### src/clpm_pkg.sv
`timescale 1ns / 1ps
// ----------------------------------------------------------------------------
// Class-pattern line matcher package
// Shared widths, item types, mode codes and the case-folding function.
// ----------------------------------------------------------------------------
package clpm_pkg;

   localparam int MAX_POSITIONS   = 64;
   localparam int POS_W           = $clog2(MAX_POSITIONS);
   localparam int LEN_W           = 7;
   localparam int BYTE_W          = 8;
   localparam int NUM_ROWS        = 1 << BYTE_W;
   localparam int LINE_INDEX_BITS = 16;
   localparam int CSR_ADDR_W      = 3;
   localparam int CSR_DATA_W      = 32;

   localparam logic [CSR_ADDR_W-3:0] REG_PATTERN_LENGTH = '0;

   localparam logic [BYTE_W-1:0] CHAR_UPPER_A = 8'h41;
   localparam logic [BYTE_W-1:0] CHAR_UPPER_Z = 8'h5A;
   localparam logic [BYTE_W-1:0] CHAR_LOWER_A = 8'h61;

   typedef enum logic [1:0] {
      MODE_CLEAR = 2'd0,
      MODE_ADD   = 2'd1,
      MODE_TEXT  = 2'd2,
      MODE_EOL   = 2'd3
   } clpm_mode_type;

   typedef struct packed {
      logic [1:0]        mode;
      logic [BYTE_W-1:0] byte_value;
      logic [POS_W-1:0]  position;
   } clpm_req_type;

   typedef struct packed {
      logic [15:0] line_index;
      logic        matched;
   } clpm_rsp_type;

   typedef struct packed {
      logic              wr_clear;
      logic              wr_add;
      logic              rd_en;
      logic              row_ok;
      logic [BYTE_W-1:0] row;
   } clpm_mem_ctl_type;

   typedef struct packed {
      logic shift;
      logic clear;
      logic row_ok;
   } clpm_act_ctl_type;

   function automatic logic [BYTE_W-1:0] clpm_fold(input logic [BYTE_W-1:0] b);
      logic [BYTE_W-1:0] r;
      r = b;
      if (b >= CHAR_UPPER_A && b <= CHAR_UPPER_Z) begin
         r = b - CHAR_UPPER_A + CHAR_LOWER_A;
      end
      return r;
   endfunction

endpackage

### src/clpm_cell.sv
`timescale 1ns / 1ps
// ----------------------------------------------------------------------------
// Class-pattern line matcher cell
// One pattern position: its class column over all byte rows and its prefix bit.
// ----------------------------------------------------------------------------
module clpm_cell
   import clpm_pkg::*;
(
   input  logic             clock,
   input  logic             reset,
   input  clpm_mem_ctl_type mem_ctl,
   input  clpm_act_ctl_type act_ctl,
   input  logic             sel,
   input  logic             is_last,
   input  logic             prev_act,
   output logic             act,
   output logic             hit
);

   logic col_mem [NUM_ROWS];
   logic rd_ff;
   logic act_ff;
   logic act_in;
   logic act_new;

   always_ff @(posedge clock) begin
      if (mem_ctl.wr_clear || (mem_ctl.wr_add && !sel && !mem_ctl.row_ok)) begin
         col_mem[mem_ctl.row] <= 1'b0;
      end else if (mem_ctl.wr_add && sel) begin
         col_mem[mem_ctl.row] <= 1'b1;
      end
      if (mem_ctl.rd_en) begin
         rd_ff <= col_mem[mem_ctl.row];
      end
   end

   assign act_new = prev_act & rd_ff & act_ctl.row_ok;

   always_comb begin
      act_in = act_ff;
      if (act_ctl.clear) begin
         act_in = 1'b0;
      end else if (act_ctl.shift) begin
         act_in = act_new;
      end
   end

   always_ff @(posedge clock) begin
      if (reset) begin
         act_ff <= 1'b0;
      end else begin
         act_ff <= act_in;
      end
   end

   assign act = act_ff;
   assign hit = act_new & is_last & act_ctl.shift;

endmodule

### config.mk
export PLATFORM = sky130hd
export DESIGN_NAME = clpm_cell
export DESIGN_NICKNAME = d
export VERILOG_FILES = /design/src/clpm_pkg.sv /design/src/clpm_cell.sv
export SDC_FILE = /design/constraint.sdc
export NUM_CORES = 1
export LEC_CHECK = 0
export BUFFER_PORTS_ARGS = -buffer_cell sky130_fd_sc_hd__buf_2
export CAP_MARGIN = 20
export CORE_MARGIN = 2
export CORE_UTILIZATION = 40
export CTS_CLUSTER_DIAMETER = 40
export CTS_CLUSTER_SIZE = 30
export DETAILED_ROUTE_END_ITERATION = 8
export PLACE_DENSITY_LB_ADDON = 0.3
export SLEW_MARGIN = 20
export SYNTH_ARGS = -nofsm -noshare
export SYNTH_HDL_FRONTEND = slang
export SYNTH_SLANG_ARGS = --single-unit
### constraint.sdc
create_clock -name clock -period 9.2 [get_ports clock]
set_input_delay 1.38 -clock clock [delete_from_list [all_inputs] [get_ports clock]]
set_output_delay 1.38 -clock clock [all_outputs]
set_load 0.05 [all_outputs]
==> flow_summary.toml <==
[setup_path]
path_delay_family = "buffers and inverters"
r2r_end = "rd_ff"
timing.rr.start = "col_mem[55]"
slowest_stage = "buf_4"
crit_type = "in2reg"
arrival_ns = 4.45
r2r_setup_slack_ns = 6.88
r2r_cells = 6
worstPathCellList = "buf_4, buf_4, mux4_2, a22oi_1, nand2_1, a22oi_1, a21boi_1, or4_1"
startpoint = "mem_ctl[0]"
critPathMaxStageDelay_ns = 0.82
path_buf_inv = 2
end_kind = "register"
crit_required_ns = 9.49
start_kind = "primary input"
path_max_fanout = 47

[placement]
dpl_cell_area_mm2 = 0.0116
dp_hpwl_um = 13900
dp_worst_setup_slack_ns = 4.39
place_congestion = 0.729
portBuffers = 21

[floorplan]
core-area_mm2 = 0.0276
io_pins = 22
dieArea_mm2 = 0.0293
start_util = 0.404
rows = 61
die_y_um = 171
die_width_um = 171

[timing]
rsz0062_at_grt = "false"
fin_crit_ns = 4.17
worst_pin_slew_ns = 1.09
slew_viol_final = 0
hold_slack_ns = 0.477
fin_crit_sh = 0.453
worst_slack_ns = 5.03
fin_skew_ns = 0.00689
finalSetupViolCount = 0
fin_setup_tns_ns = 0
relSlewSlack = 0.271
fmax_mhz = 240
final_hold_viol_count = 0

[routing]
routed_wl_um = 25700
via_count = 6452
antenna_left = 0
drc = 0
via_per_inst = 5.49
drtIter0Drc = 751
drtPass1Iterations = 5
detail_route.wl_per_cell_um = 21.8

[min_path]
min-delay-start = "act"
hold_class = "reg2reg"
min_to = "act"
holdPathStages = 2

[synth]
synth_top_family_by_area = "multiplexers"
synth_xor_area_frac = 0
yosysUniqueCellTypes = 24
ys_seq_area_frac = 0.693
syn_inst = 776
yosys-top-cells-area = "edfxtp_1 (69%), mux4_2 (13%), nor2_1 (8.6%)"
synthesis.area_mm2 = 0.0112
synthMuxAreaShare = 0.129
synthArstFlopShare = 0
synth.top_cell.area_share = 0.691
synth-edff-count = 257
synth_compound_area_frac = 0.0307
ys_warn_count = 0
yosys.area_share.simple = 0.123
synthAdderAreaFrac = 0
yosysTopAreaCell = "edfxtp_1"
avgSynthCellArea_um2 = 14.4
synth_seq_cells = 258
synth_fp_nets = 796
ys.flop_type = "edfxtp_1"

[power_and_ir_drop]
ir_drop_uv = 148
power_density_mw_per_mm2 = 207
share_comb_of_total_power = 0.047
p_sw_frac = 0.218
power_leakage_nw = 3.23
switching_power_uw = 568
p_seq_frac = 0.497
p_clk_frac = 0.456
p_int_mw = 2.04

[clock_network]
clockBufferDepth = 3
clock_latency_ns = 0.55
cts_tree = "yes"
cts_root_buffer = "clkbuf_16"
h-tree-depth = 1
hold_buffers = 0
post_cts_buffers = 0
clk_transition_reported_paths_ns = 0.06
cts_num_sinks = 258
cts-buffers-inserted = 31
cts_resized = 0

[finish]
fill_cells = 2509
n_antenna_cell = 0
fin_nets = 795
design_area_mm2 = 0.0126
synthToLayoutAreaGrowth_pct = 12.6
drive_gt1_frac = 0.179

[grt]
grt_max_degree = 257
grtUsageTotal = 0.181
grt-ovfl-total = 0
grt_pass1_wl_um = 39500
grt_pass1_vias = 6604
antenna_found_initial = 0

[outcome]
status = "completed"

[job]
maxCapViolations = 0
power by group through the flow:
stage                     registers [mW]  logic (mW)  clock network (mW)
after detailed placement            1.32       0.122                   0
after floorplan                     1.32      0.0804                   0
after global routing                1.29       0.132                1.25
after CTS                           1.29       0.123                1.21
final                               1.29       0.122                1.19
after global placement              1.32       0.122                   0
through the flow:
step	std cells	total power [mW]	util
after floorplan	776	1.40	-
after global placement	1120	1.44	0.419
after detailed placement	1120	1.44	0.419
final	1176	2.60	0.455
after global routing	1176	2.68	0.455
after CTS	1176	2.62	0.455
state kept, by name, indices dropped and copies added (netlist names):
name,cells
act,1
rd_ff,1
col_mem,256
metal layers:
| layer | global-route usage | vias to the layer above | routed length, µm |
|---|---|---|---|
| met5 | 0 | - | 0 |
| met4 | 0.0464 | 0 | 553 |
| met3 | 0.0229 | 48 | 1570 |
| met2 | 0.308 | 220 | 12800 |
| met1 | 0.246 | 3309 | 10700 |
| li1 | - | 2875 | - |
tightest hold or removal path: cells and delay by family, from the launching register on:
kind | cells | cell delay, ns
AND/OR/NAND/NOR | 1 | 0.07
flip-flops | 1 | 0.31
AO/OA/AOI/OAI | 1 | 0.06
cells in the mapped netlist, drive strengths merged, types with 2 or more instances:
cell and n:
a21boi 3, nand2b 5, buf 7, nand3 19
nor2b 8, and2 3, mux4 64, nand4 3
clkbuf 56, nor2 257, nand2 43, a22oi 40
nor4 3, nor3 2, edfxtp 257
layout by cell type, fill, tap and decap left out, types with 2 or more instances in the layout:
cell,synthesis,layout
nand2_1,43,43
inv_8,0,2
a22oi_1,40,40
nand2b_1,5,5
buf_2,2,19
clkbuf_1,56,6
bufinv_16,0,3
nand3_1,19,19
clkbuf_16,0,31
nor2_1,257,255
nor4_1,3,3
nand4_1,3,3
mux4_2,64,64
nor2b_1,8,6
clkinvlp_4,0,4
a21boi_1,2,2
edfxtp_1,257,257
clkinv_2,0,3
nor3_1,2,2
buf_4,3,9
nor2b_2,0,2
clkinv_4,0,2
and2_1,3,3
clkinv_1,0,4
area by class of cell:
type                    count  area (µm²)  share of cell area
clock buffers              37         798              0.0635
clock inverters            19         199              0.0158
repair buffers             29         183              0.0145
inverters                   1        3.75            0.000299
flip-flops and latches    258        7740               0.616
multi-input cells         454        3180               0.253
well taps                 378         473              0.0376
worst max-delay path by stage:
stage | to | slack, ns | cells past startpoint
2_1_floorplan | col_mem[0] | 0.40 | 2
3_3_place_gp | rd_ff | 4.45 | 8
3_5_place_dp | rd_ff | 4.39 | 8
4_1_cts | rd_ff | 4.96 | 8
5_1_grt | rd_ff | 4.77 | 8
6_report | rd_ff | 5.03 | 8
cell families after synthesis:
family,Yosys count
AND/OR/NAND/NOR,344
flip-flops,258
multiplexers,64
buffers and inverters,64
AO/OA/AOI/OAI,46
Note: power is estimated with default switching activity, not from simulation.
